## src/rtl/core/sll_pkg.sv

```systemverilog
// Shared action codes, status codes and types for the static linked list engine.
`default_nettype none

package sll_pkg;

    localparam int ACT_W    = 3;
    localparam int STATUS_W = 2;

    typedef logic [ACT_W-1:0]    action_t;
    typedef logic [STATUS_W-1:0] status_t;

    localparam action_t ACT_INS_POS = 3'd0;
    localparam action_t ACT_INS_ORD = 3'd1;
    localparam action_t ACT_REM_POS = 3'd2;
    localparam action_t ACT_REM_KEY = 3'd3;
    localparam action_t ACT_READ    = 3'd4;
    localparam action_t ACT_CLEAR   = 3'd5;

    localparam status_t ST_OK    = 2'd0;
    localparam status_t ST_FULL  = 2'd1;
    localparam status_t ST_RANGE = 2'd2;
    localparam status_t ST_NOKEY = 2'd3;

endpackage

`default_nettype wire

```

## src/rtl/core/sll_ram.sv

```systemverilog
// Generic simple dual-port RAM with one write port and one registered read port.
`default_nettype none

module sll_ram #(
    parameter  int WIDTH = 32,
    parameter  int DEPTH = 64,
    localparam int AW    = $clog2(DEPTH)
) (
    input  wire logic             clk,
    input  wire logic             we,
    input  wire logic [AW-1:0]    waddr,
    input  wire logic [WIDTH-1:0] wdata,
    input  wire logic [AW-1:0]    raddr,
    output logic      [WIDTH-1:0] rdata
);

    logic [WIDTH-1:0] mem [DEPTH];

    always_ff @(posedge clk)
    begin
        if (we)
        begin
            mem[waddr] <= wdata;
        end
        rdata <= mem[raddr];
    end

endmodule

`default_nettype wire

```

## src/rtl/core/static_linked_list_engine.sv

```systemverilog
// Top level: linked list over a fixed entry store with a free chain.
//
// Input stream (s_axis): one transfer carries one operation; tuser holds the
// action, tdata holds position and value. Output stream (m_axis): one transfer
// per operation; tuser holds the status, tdata holds the value read or removed,
// the element count and the free count.
// One operation at a time. Each is accepted in S_IDLE; inserts then pass S_FRD to
// fetch the free chain link, then the list is walked one link per cycle from
// the head in S_WALK; removes and inserts then write back the links in S_WR1
// and S_WR2, and S_FIN loads the output register. The walk through the link
// memory sets the length of an operation. Rejected operations and clear go
// straight from accept to S_FIN.
// The result sits in an output register, so the next operation is accepted
// while the result waits; a stalled receiver only holds the block when the
// following result is ready to leave.
// Reset (and clear) empties the list and rebuilds the free chain in index
// order at once through per-entry valid bits; no clearing pass is needed.
`default_nettype none

module static_linked_list_engine #(
    parameter  int LIST_DEPTH  = 64,
    parameter  int VALUE_WIDTH = 32,
    localparam int PW          = $clog2(LIST_DEPTH + 1),
    localparam int IN_DW       = ((PW + VALUE_WIDTH + 7) / 8) * 8,
    localparam int OUT_DW      = ((VALUE_WIDTH + 2 * PW + 7) / 8) * 8
) (
    input  wire logic                 clk,
    input  wire logic                 rst_n,
    input  wire logic                 s_axis_tvalid,
    output logic                      s_axis_tready,
    input  wire logic [IN_DW-1:0]     s_axis_tdata,  // position, value
    input  wire sll_pkg::action_t     s_axis_tuser,  // action
    output logic                      m_axis_tvalid,
    input  wire logic                 m_axis_tready,
    output logic      [OUT_DW-1:0]    m_axis_tdata,  // result_value, element_count, free_count
    output sll_pkg::status_t          m_axis_tuser   // status
);

    import sll_pkg::*;

    localparam int            IW        = $clog2(LIST_DEPTH);
    localparam logic [PW-1:0] NULL_LINK = PW'(LIST_DEPTH);

    localparam logic [2:0] S_IDLE = 3'd0;
    localparam logic [2:0] S_FRD  = 3'd1;
    localparam logic [2:0] S_WALK = 3'd2;
    localparam logic [2:0] S_WR1  = 3'd3;
    localparam logic [2:0] S_WR2  = 3'd4;
    localparam logic [2:0] S_FIN  = 3'd5;

    logic [2:0]             state_reg, state_next;
    action_t                op_reg, op_next;
    logic [PW-1:0]          pos_reg, pos_next;
    logic [VALUE_WIDTH-1:0] val_reg, val_next;
    logic [PW-1:0]          k_reg, k_next;
    logic [PW-1:0]          cur_reg, cur_next;
    logic [PW-1:0]          prev_reg, prev_next;
    logic [PW-1:0]          clink_reg, clink_next;
    logic [PW-1:0]          nfree_reg, nfree_next;
    logic [PW-1:0]          head_reg, head_next;
    logic [PW-1:0]          free_reg, free_next;
    logic [PW-1:0]          cnt_reg, cnt_next;
    logic [LIST_DEPTH-1:0]  vld_reg;
    status_t                status_reg, status_next;
    logic [VALUE_WIDTH-1:0] res_reg, res_next;
    logic                   m_valid_reg, m_valid_next;
    status_t                m_status_reg, m_status_next;
    logic [VALUE_WIDTH-1:0] m_res_reg, m_res_next;
    logic [PW-1:0]          m_cnt_reg, m_cnt_next;

    logic [IW-1:0]          rd_addr, rd_addr_q;
    logic                   vld_q;
    logic [PW-1:0]          lnk_rdata, lnk_q;
    logic [VALUE_WIDTH-1:0] val_rdata;
    logic                   lnk_we, val_we, vld_clr;
    logic [IW-1:0]          lnk_waddr;
    logic [PW-1:0]          lnk_wdata;

    logic [PW-1:0]          in_pos;
    logic [VALUE_WIDTH-1:0] in_val;
    logic                   is_full, is_ins, k_lt_cnt, cur_nn, adv;

    assign in_pos = s_axis_tdata[PW-1:0];
    assign in_val = s_axis_tdata[PW +: VALUE_WIDTH];

    // untouched entries still hold their reset link, index + 1
    assign lnk_q = vld_q ? lnk_rdata : (PW'(rd_addr_q) + PW'(1));

    assign is_full  = (cnt_reg == NULL_LINK);
    assign is_ins   = (op_reg == ACT_INS_POS) || (op_reg == ACT_INS_ORD);
    assign k_lt_cnt = (k_reg < cnt_reg);
    assign cur_nn   = (cur_reg != NULL_LINK);

    always_comb
    begin
        case (op_reg)
            ACT_INS_ORD: adv = k_lt_cnt && cur_nn && ($signed(val_reg) > $signed(val_rdata));
            ACT_REM_KEY: adv = k_lt_cnt && cur_nn && (val_rdata != val_reg);
            default:     adv = (k_reg < pos_reg);
        endcase
    end

    sll_ram #(
        .WIDTH (PW),
        .DEPTH (LIST_DEPTH)
    ) u_link_ram (
        .clk   (clk),
        .we    (lnk_we),
        .waddr (lnk_waddr),
        .wdata (lnk_wdata),
        .raddr (rd_addr),
        .rdata (lnk_rdata)
    );

    sll_ram #(
        .WIDTH (VALUE_WIDTH),
        .DEPTH (LIST_DEPTH)
    ) u_value_ram (
        .clk   (clk),
        .we    (val_we),
        .waddr (free_reg[IW-1:0]),
        .wdata (val_reg),
        .raddr (rd_addr),
        .rdata (val_rdata)
    );

    always_comb
    begin
        state_next    = state_reg;
        op_next       = op_reg;
        pos_next      = pos_reg;
        val_next      = val_reg;
        k_next        = k_reg;
        cur_next      = cur_reg;
        prev_next     = prev_reg;
        clink_next    = clink_reg;
        nfree_next    = nfree_reg;
        head_next     = head_reg;
        free_next     = free_reg;
        cnt_next      = cnt_reg;
        status_next   = status_reg;
        res_next      = res_reg;
        m_valid_next  = m_valid_reg & ~m_axis_tready;
        m_status_next = m_status_reg;
        m_res_next    = m_res_reg;
        m_cnt_next    = m_cnt_reg;
        rd_addr       = head_reg[IW-1:0];
        lnk_we        = 1'b0;
        lnk_waddr     = cur_reg[IW-1:0];
        lnk_wdata     = free_reg;
        val_we        = 1'b0;
        vld_clr       = 1'b0;

        unique case (state_reg)
            S_IDLE:
            begin
                if (s_axis_tvalid)
                begin
                    op_next     = s_axis_tuser;
                    pos_next    = in_pos;
                    val_next    = in_val;
                    k_next      = '0;
                    prev_next   = NULL_LINK;
                    cur_next    = head_reg;
                    res_next    = '0;
                    status_next = ST_OK;
                    state_next  = S_FIN;
                    case (s_axis_tuser)
                        ACT_INS_POS:
                        begin
                            if (in_pos > cnt_reg)
                            begin
                                status_next = ST_RANGE;
                            end
                            else if (is_full)
                            begin
                                status_next = ST_FULL;
                            end
                            else
                            begin
                                rd_addr    = free_reg[IW-1:0];
                                state_next = S_FRD;
                            end
                        end
                        ACT_INS_ORD:
                        begin
                            if (is_full)
                            begin
                                status_next = ST_FULL;
                            end
                            else
                            begin
                                rd_addr    = free_reg[IW-1:0];
                                state_next = S_FRD;
                            end
                        end
                        ACT_REM_POS, ACT_READ:
                        begin
                            if ((cnt_reg == '0) || (in_pos >= cnt_reg))
                            begin
                                status_next = ST_RANGE;
                            end
                            else
                            begin
                                state_next = S_WALK;
                            end
                        end
                        ACT_REM_KEY:
                        begin
                            state_next = S_WALK;
                        end
                        ACT_CLEAR:
                        begin
                            head_next = NULL_LINK;
                            free_next = '0;
                            cnt_next  = '0;
                            vld_clr   = 1'b1;
                        end
                        default:
                        begin
                        end
                    endcase
                end
            end
            S_FRD:
            begin
                nfree_next = lnk_q;
                state_next = S_WALK;
            end
            S_WALK:
            begin
                if (adv)
                begin
                    rd_addr   = lnk_q[IW-1:0];
                    prev_next = cur_reg;
                    cur_next  = lnk_q;
                    k_next    = k_reg + PW'(1);
                end
                else
                begin
                    clink_next = lnk_q;
                    state_next = S_WR1;
                    case (op_reg)
                        ACT_READ:
                        begin
                            res_next   = val_rdata;
                            state_next = S_FIN;
                        end
                        ACT_REM_KEY:
                        begin
                            if (!k_lt_cnt || !cur_nn)
                            begin
                                status_next = ST_NOKEY;
                                state_next  = S_FIN;
                            end
                            else
                            begin
                                res_next = val_rdata;
                            end
                        end
                        ACT_REM_POS:
                        begin
                            res_next = val_rdata;
                        end
                        default:
                        begin
                        end
                    endcase
                end
            end
            S_WR1:
            begin
                if (is_ins)
                begin
                    lnk_we    = 1'b1;
                    lnk_waddr = free_reg[IW-1:0];
                    lnk_wdata = cur_reg;
                    val_we    = 1'b1;
                end
                else if (prev_reg != NULL_LINK)
                begin
                    lnk_we    = 1'b1;
                    lnk_waddr = prev_reg[IW-1:0];
                    lnk_wdata = clink_reg;
                end
                else
                begin
                    head_next = clink_reg;
                end
                state_next = S_WR2;
            end
            S_WR2:
            begin
                if (is_ins)
                begin
                    if (prev_reg != NULL_LINK)
                    begin
                        lnk_we    = 1'b1;
                        lnk_waddr = prev_reg[IW-1:0];
                        lnk_wdata = free_reg;
                    end
                    else
                    begin
                        head_next = free_reg;
                    end
                    free_next = nfree_reg;
                    cnt_next  = cnt_reg + PW'(1);
                end
                else
                begin
                    lnk_we    = 1'b1;
                    lnk_waddr = cur_reg[IW-1:0];
                    lnk_wdata = free_reg;
                    free_next = cur_reg;
                    cnt_next  = cnt_reg - PW'(1);
                end
                state_next = S_FIN;
            end
            S_FIN:
            begin
                if (!m_valid_reg || m_axis_tready)
                begin
                    m_valid_next  = 1'b1;
                    m_status_next = status_reg;
                    m_res_next    = res_reg;
                    m_cnt_next    = cnt_reg;
                    state_next    = S_IDLE;
                end
            end
            default:
            begin
                state_next = S_IDLE;
            end
        endcase
    end

    always_ff @(posedge clk or negedge rst_n)
    begin
        if (!rst_n)
        begin
            state_reg   <= S_IDLE;
            head_reg    <= NULL_LINK;
            free_reg    <= '0;
            cnt_reg     <= '0;
            vld_reg     <= '0;
            m_valid_reg <= 1'b0;
        end
        else
        begin
            state_reg   <= state_next;
            head_reg    <= head_next;
            free_reg    <= free_next;
            cnt_reg     <= cnt_next;
            m_valid_reg <= m_valid_next;
            if (vld_clr)
            begin
                vld_reg <= '0;
            end
            else if (lnk_we)
            begin
                vld_reg[lnk_waddr] <= 1'b1;
            end
        end
    end

    always_ff @(posedge clk)
    begin
        op_reg       <= op_next;
        pos_reg      <= pos_next;
        val_reg      <= val_next;
        k_reg        <= k_next;
        cur_reg      <= cur_next;
        prev_reg     <= prev_next;
        clink_reg    <= clink_next;
        nfree_reg    <= nfree_next;
        status_reg   <= status_next;
        res_reg      <= res_next;
        m_status_reg <= m_status_next;
        m_res_reg    <= m_res_next;
        m_cnt_reg    <= m_cnt_next;
        rd_addr_q    <= rd_addr;
        vld_q        <= vld_reg[rd_addr];
    end

    assign s_axis_tready = (state_reg == S_IDLE);
    assign m_axis_tvalid = m_valid_reg;
    assign m_axis_tuser  = m_status_reg;
    assign m_axis_tdata  = OUT_DW'({NULL_LINK - m_cnt_reg, m_cnt_reg, m_res_reg});

endmodule

`default_nettype wire

```

## config.mk

```make
export PLATFORM = sky130hd
export DESIGN_NAME = static_linked_list_engine
export DESIGN_NICKNAME = d
export VERILOG_FILES = /design/src/rtl/core/sll_pkg.sv /design/src/rtl/core/sll_ram.sv /design/src/rtl/core/static_linked_list_engine.sv
export SDC_FILE = /design/constraint.sdc
export NUM_CORES = 2
export LEC_CHECK = 0
export BUFFER_PORTS_ARGS = -buffer_cell sky130_fd_sc_hd__buf_2
export CORE_MARGIN = 4
export CORE_UTILIZATION = 55
export DETAILED_ROUTE_END_ITERATION = 8
export PLACE_DENSITY = 0.69
export SYNTH_ARGS = -nofsm -noshare
export SYNTH_HDL_FRONTEND = slang
export SYNTH_HIERARCHICAL = 1
export SYNTH_SLANG_ARGS = --single-unit
```

## constraint.sdc

```tcl
create_clock -name clk -period 6.18 [get_ports clk]
set_input_delay 1.236 -clock clk [delete_from_list [all_inputs] [get_ports clk]]
set_output_delay 1.236 -clock clk [all_outputs]
set_load 0.02 [all_outputs]
```

Word-level counts from Yosys, hierarchy flattened
Memory sizes are Yosys's and may differ from the RTL's. A register that Yosys moved wholly into a read port is not among the register bits.
Cells that the tools add are included.
{ "word_totals": {"regBits": 248, "ramBits": 2496, "inputBits": 47, "wordCells": 183, "memories": 2} }
{ "mem_list": {"columns": ["memory", "depth", "width", "read_ports", "rd_clocked_by_memory_dff", "write_ports", "line_no", "source"], "rows": [
  ["u_value_ram.mem", 64, 32, 1, 1, 1, "sll_ram.sv:17", "logic [WIDTH-1:0] mem [DEPTH];"],
  ["u_link_ram.mem", 64, 7, 1, 1, 1, "sll_ram.sv:17", null]
]} }
{ "classes": {"add_sub_neg": 5, "order_cmp": 8, "eq_ne": 31, "muxes": 82, "bitwise_logic": 4, "reduce_logical": 30} }
{ "op_table": {"columns": ["operator", "n"], "rows": [
  ["$mux W7", 20],
  ["$mux W64", 2],
  ["$pmux W32 S2", 2],
  ["$mux W32", 3],
  ["$pmux W7 S2", 5],
  ["$or A64 B64 Y64", 1],
  ["$mux W6", 7],
  ["$pmux W6 S2", 3],
  ["$gt A32 B32 Y1", 1],
  ["$ne A32 B32 Y1", 1],
  ["$mux W3", 7],
  ["$pmux W7 S3", 1],
  ["$ne A2 B2 Y1 const B", 10],
  ["$eq A3 B2 Y1 const B", 6],
  ["$pmux W3 S6", 1],
  ["$mux W1", 17],
  ["$eq A3 B3 Y1 const B", 5],
  ["$add A7 B1 Y7 const B", 2],
  ["$lt A6 B7 Y1 const B", 2],
  ["$lt A7 B7 Y1", 2],
  ["$ne A7 B7 Y1 const B", 2],
  ["$mux W2", 6],
  ["$pmux W3 S4", 1],
  ["$reduce_and A5 Y1", 2],
  ["other kinds (29)", 51]
]} }

Longest topological paths before layout
{ "logic_depth": {"ltp_word": 11, "ltp_mapped": 22, "ltp_nobuf": 16} }

Modules after synthesis
Netlist, hierarchy kept.
{ "by_module_without_submodules": {"columns": ["mod", "n_inst", "cells_each", "area_each_um2", "seq_area_each_um2"], "rows": [
  ["sll_ram at u_value_ram", 1, 3324, 78515.3, 62139.6],
  ["sll_ram at u_link_ram", 1, 837, 17673.2, 13593.0],
  ["static_linked_list_engine", 1, 1084, 12007.8, 6932.9]
]} }

Worst setup path before layout
OpenSTA, ideal clock, no wires.
{ "synth_path": {"kind": "reg-to-reg", "start": "register val_reg[23]", "end": "register u_value_ram.rdata[13], read port of u_value_ram.mem", "setup_time_ns": 0.117, "arrival_ns": 5.123, "required_ns": 6.063, "setup_slack_ns": 0.940, "path_stages_with_launch": 18, "synth_period_minus_slack_ns": 5.240, "path_cell_list": "edfxtp_1 -> ha_1 -> and4_4 -> or2_1 -> a211oi_2 -> o221ai_2 -> o211a_1 -> a22oi_2 -> a221oi_4 -> buf_6 -> inv_1 -> buf_2 -> clkbuf_1 -> clkbuf_1 -> mux4_2 -> mux4_2 -> o22ai_1 -> nor2_1"} }
{ "synth_via": {"elab_chain_cells": 5, "word_cells_on_any_way": 7, "cone_classes": "1 x order compare; 1 x eq/ne; 3 x mux; 2 x reduce/logical"} }
{ "synth_rtl": {"columns": ["item", "line_no", "source"], "rows": [
  ["from (decl)", "static_linked_list_engine.sv:54", "logic [VALUE_WIDTH-1:0] val_reg, val_next;"],
  ["from (signal assigned)", "static_linked_list_engine.sv:370", "val_reg <= val_next;"],
  ["$gt A32 B32 Y1 / $ne A32 B32 Y1 (equally long branches)", "static_linked_list_engine.sv:97, static_linked_list_engine.sv:98", null],
  ["$logic_and A1 B1 Y1 (on tied branches)", "static_linked_list_engine.sv:97, static_linked_list_engine.sv:98", null],
  ["$pmux W1 S2 (*)", "static_linked_list_engine.sv:96", "case (op_reg)"],
  ["$mux W6 (*)", "static_linked_list_engine.sv:232", "if (adv)"],
  ["$pmux W6 S2 (*)", "static_linked_list_engine.sv:154", "unique case (state_reg)"],
  ["via rd_addr[1]", "static_linked_list_engine.sv:71", "logic [IW-1:0] rd_addr, rd_addr_q;"],
  ["to (decl)", "sll_ram.sv:14", "output logic [WIDTH-1:0] rdata"]
]} }
The timed path passes the listed nets; every way through them passes the cells marked *.
A chain may end at the register's enable or synchronous reset.

Worst setup path after layout
{ "layout_path": {"start": "register val_reg[23]", "end": "register u_value_ram.rdata[17], read port of u_value_ram.mem"} }
Same word-level chain as after synthesis.

==> flow_metrics.env <==
export IMPL_core_area_um2=195000
export IMPL_h_tree_depth=5
export IMPL_final_cell_area_um2=123000
export IMPL_post_cts_setup_buffers=0
export IMPL_synth_common_cells="edfxtp_1, mux4_2, nor2_1"
export IMPL_viasPerCell=6.48
export IMPL_cp_required_ns=6.94
export IMPL_r2r_cells=15
export IMPL_grt_pass1_wl_um=385000
export IMPL_clockBufferDepth=4
export IMPL_cts_tree="built"
export IMPL_grt_overflow=0
export IMPL_synthFlopType="edfxtp_1"
export IMPL_synth_seq_area_share_pct=76.4
export IMPL_maxSlewViolCount=0
export IMPL_synth_cells=5245
export IMPL_pwr_density_cell_nw_per_um2=467
export IMPL_multi_input_area_um2=24500
export IMPL_largest_register_ffs=2048
export IMPL_clkLatencyLatePin_ns=0.92
export IMPL_vdd_drop_max_mv=0.354
export IMPL_final_setup_worst_slack_ns=0.563
export IMPL_row_count=162
export IMPL_path_max_fanout=29
export IMPL_rsz0062_at_grt="no"
export IMPL_crit_type="register to register"
export IMPL_async_reset_ff_share_pct=3.20
export IMPL_setup_violations=0
export IMPL_layout_drive_gt1_share_pct=26.4
export IMPL_r2r_end="u_value_ram/rdata[17]"
export IMPL_reg2reg_slack_ns=0.56
export IMPL_synth_top_area_cell="edfxtp_1"
export IMPL_fin_crit_ns=5.62
export IMPL_io_buffers=95
export IMPL_gp_congestion=0.857
export IMPL_antenna_found_initial=9
export IMPL_die_x_um=452
export IMPL_outcome="finished, final reports clean"
export IMPL_finClkSkew_ns=0.0523
export IMPL_worstMarginPinSlew_ns=1.41
export IMPL_synth_cell_types=82
export IMPL_fin_setup_tns_ns=0
export IMPL_synth_top_area_share_pct=73.5
export IMPL_fillers=12900
export IMPL_yosysMostFrequentCell="edfxtp_1"
export IMPL_hold_viol=0
export IMPL_route_antenna_remaining_nets=0
export IMPL_fin_crit_sh_pct=90.9
export IMPL_die_area_um2=204000
export IMPL_ff_latch_area_um2=82700
export IMPL_setup_worst_path_end="u_value_ram/rdata[17]"
export IMPL_synth_edff_count=2648
export IMPL_drt_initial_drc_count=7840
export IMPL_clock_sinks=2783
export IMPL_cp_arrival_ns=6.37
export IMPL_cts_clk_slew_worst_paths_ns=0.06
export IMPL_dp_cells=7973
export IMPL_ys_top_cells_by_area="edfxtp_1, mux4_2, dfrtp_1"
export IMPL_start_util_pct=55.4
export IMPL_pre_cts_ws_ns=0.313
export IMPL_hpwlAfterDp_um=159000
export IMPL_ioPinCount=99
export IMPL_drc=0
export IMPL_nets=5754
export IMPL_root_buffer="clkbuf_16"
export IMPL_yosys_warnings=6
export IMPL_chipHeight_um=452
export IMPL_cts_buffers=296
export IMPL_max_slew_margin_pct=5.08
export IMPL_instances_no_fill=8484
export IMPL_first_pass_iters=6
export IMPL_timing_rr_start="val_reg[23]"
export IMPL_startpoint_type="register"
export IMPL_hold_path_class="primary input to asynchronous set/reset pin"
export IMPL_cellLeakagePower_nw=39.1
export IMPL_grt_usage_pct=25.9
export IMPL_cap_violations=0
export IMPL_fmax_ghz=0.178
export IMPL_avgSynthCellArea_um2=20.6
export IMPL_first_global_vias=55000
export IMPL_routed_wl_um=263000
export IMPL_area_growth_pct=13.6
export IMPL_grt_max_degree=83
export IMPL_hold_buffers=0
export IMPL_cp_startpoint="val_reg[23]"
export IMPL_vias=55000
export IMPL_placed_cell_area_um2=114000
export IMPL_whs_ns=0.144
export IMPL_syn_area_um2=108000
export IMPL_ys_seq_elements=2783
export IMPL_cts_resized=0
export IMPL_wl_per_cell_um=31.0
export IMPL_endpoint_kind="register"
[report_power, final]
part	total, W	internal, W	switching, W
Sequential	0.0234	0.0227	0.000642
Combinational	0.0172	0.00691	0.0103
Clock	0.0167	0.00987	0.00688
Total	0.0574	0.0395	0.0178
[final cells by class]
| class | count | share of cell area [%] |
|---|---|---|
| Sequential cell | 2783 | 67.2 |
| Tap cell | 2624 | 2.67 |
| Multi-Input combinational cell | 2120 | 19.9 |
| Antenna cell | 3 | 0.00611 |
| Timing Repair Buffer | 379 | 2.55 |
| Inverter | 67 | 0.227 |
| Clock buffer | 405 | 6.67 |
| Clock inverter | 103 | 0.701 |
[routing by layer]
| layer | wire [um] | vias to the layer above | part of all wire (%) | global-route usage [%] |
|---|---|---|---|---|
| li1 | - | 22500 | - | - |
| met1 | 101000 | 29000 | 38 | 36.8 |
| met3 | 24600 | 555 | 9.4 | 4.83 |
| met4 | 10200 | 0 | 3.9 | 9.18 |
| met2 | 127000 | 2924 | 48 | 41.0 |
| met5 | 0 | - | 0 | 0 |
[worst max-delay path, cell delays in order, from the launching register on]
cell,delay [ns]
edfxtp_1,0.57
ha_1,0.38
and4_4,0.20
or2_1,0.21
a211oi_2,0.31
or4_1,0.37
o211ai_2,0.22
a21oi_2,0.54
a221oi_4,0.19
inv_8,0.36
buf_4,0.36
nor2b_1,0.62
a22oi_1,0.14
and3_1,0.22
o32ai_1,0.59
nor3_1,0.10
[kinds of logic (layout without fill, tap and decap cells)]
family          Yosys count  in the layout  synth area share (%)
mux                     821            821                  15.2
flops                  2783           2783                  76.4
compound gates          499            499                  2.99
simple gates            719            719                  3.05
other cells               1              5               0.00347
fa+ha+maj                60             60                 0.701
xor+xnor                 19             19                 0.154
buf+inv                 343            954                  1.50
[layout by cell type (no fill, tap or decap), drive strengths merged, types with 34 or more instances in the layout]
master / count
ha: 59
a21oi: 156
clkbuf: 405
o221ai: 34
buf: 379
nor2: 369
dfrtp: 88
o21ai: 54
mux4: 656
dfxtp: 46
mux2i: 157
nand2: 120
inv: 71
o22ai: 111
edfxtp: 2648
clkinv: 84
nor3: 37
[stage by stage]
stage                     total power, W  util [%]
after floorplan                   0.0346         -
after global placement            0.0405      58.3
after detailed placement          0.0409      58.3
after CTS                         0.0576      63.0
after global routing              0.0595      63.0
final                             0.0574      63.0
[worst min-delay path by stage]
stage	to	depth (start not counted)	slack, ns	startpoint
2_1_floorplan	m_axis_tuser[0]	0	0.40	status_reg[0]
3_3_place_gp	m_res_reg[2]	0	0.40	res_reg[2]
3_5_place_dp	m_res_reg[9]	0	0.41	res_reg[9]
4_1_cts	cnt_reg[5]	1	0.09	rst_n
5_1_grt	cnt_reg[5]	1	0.11	rst_n
6_report	cnt_reg[2]	1	0.14	rst_n
(Power assumes the default switching activity.)
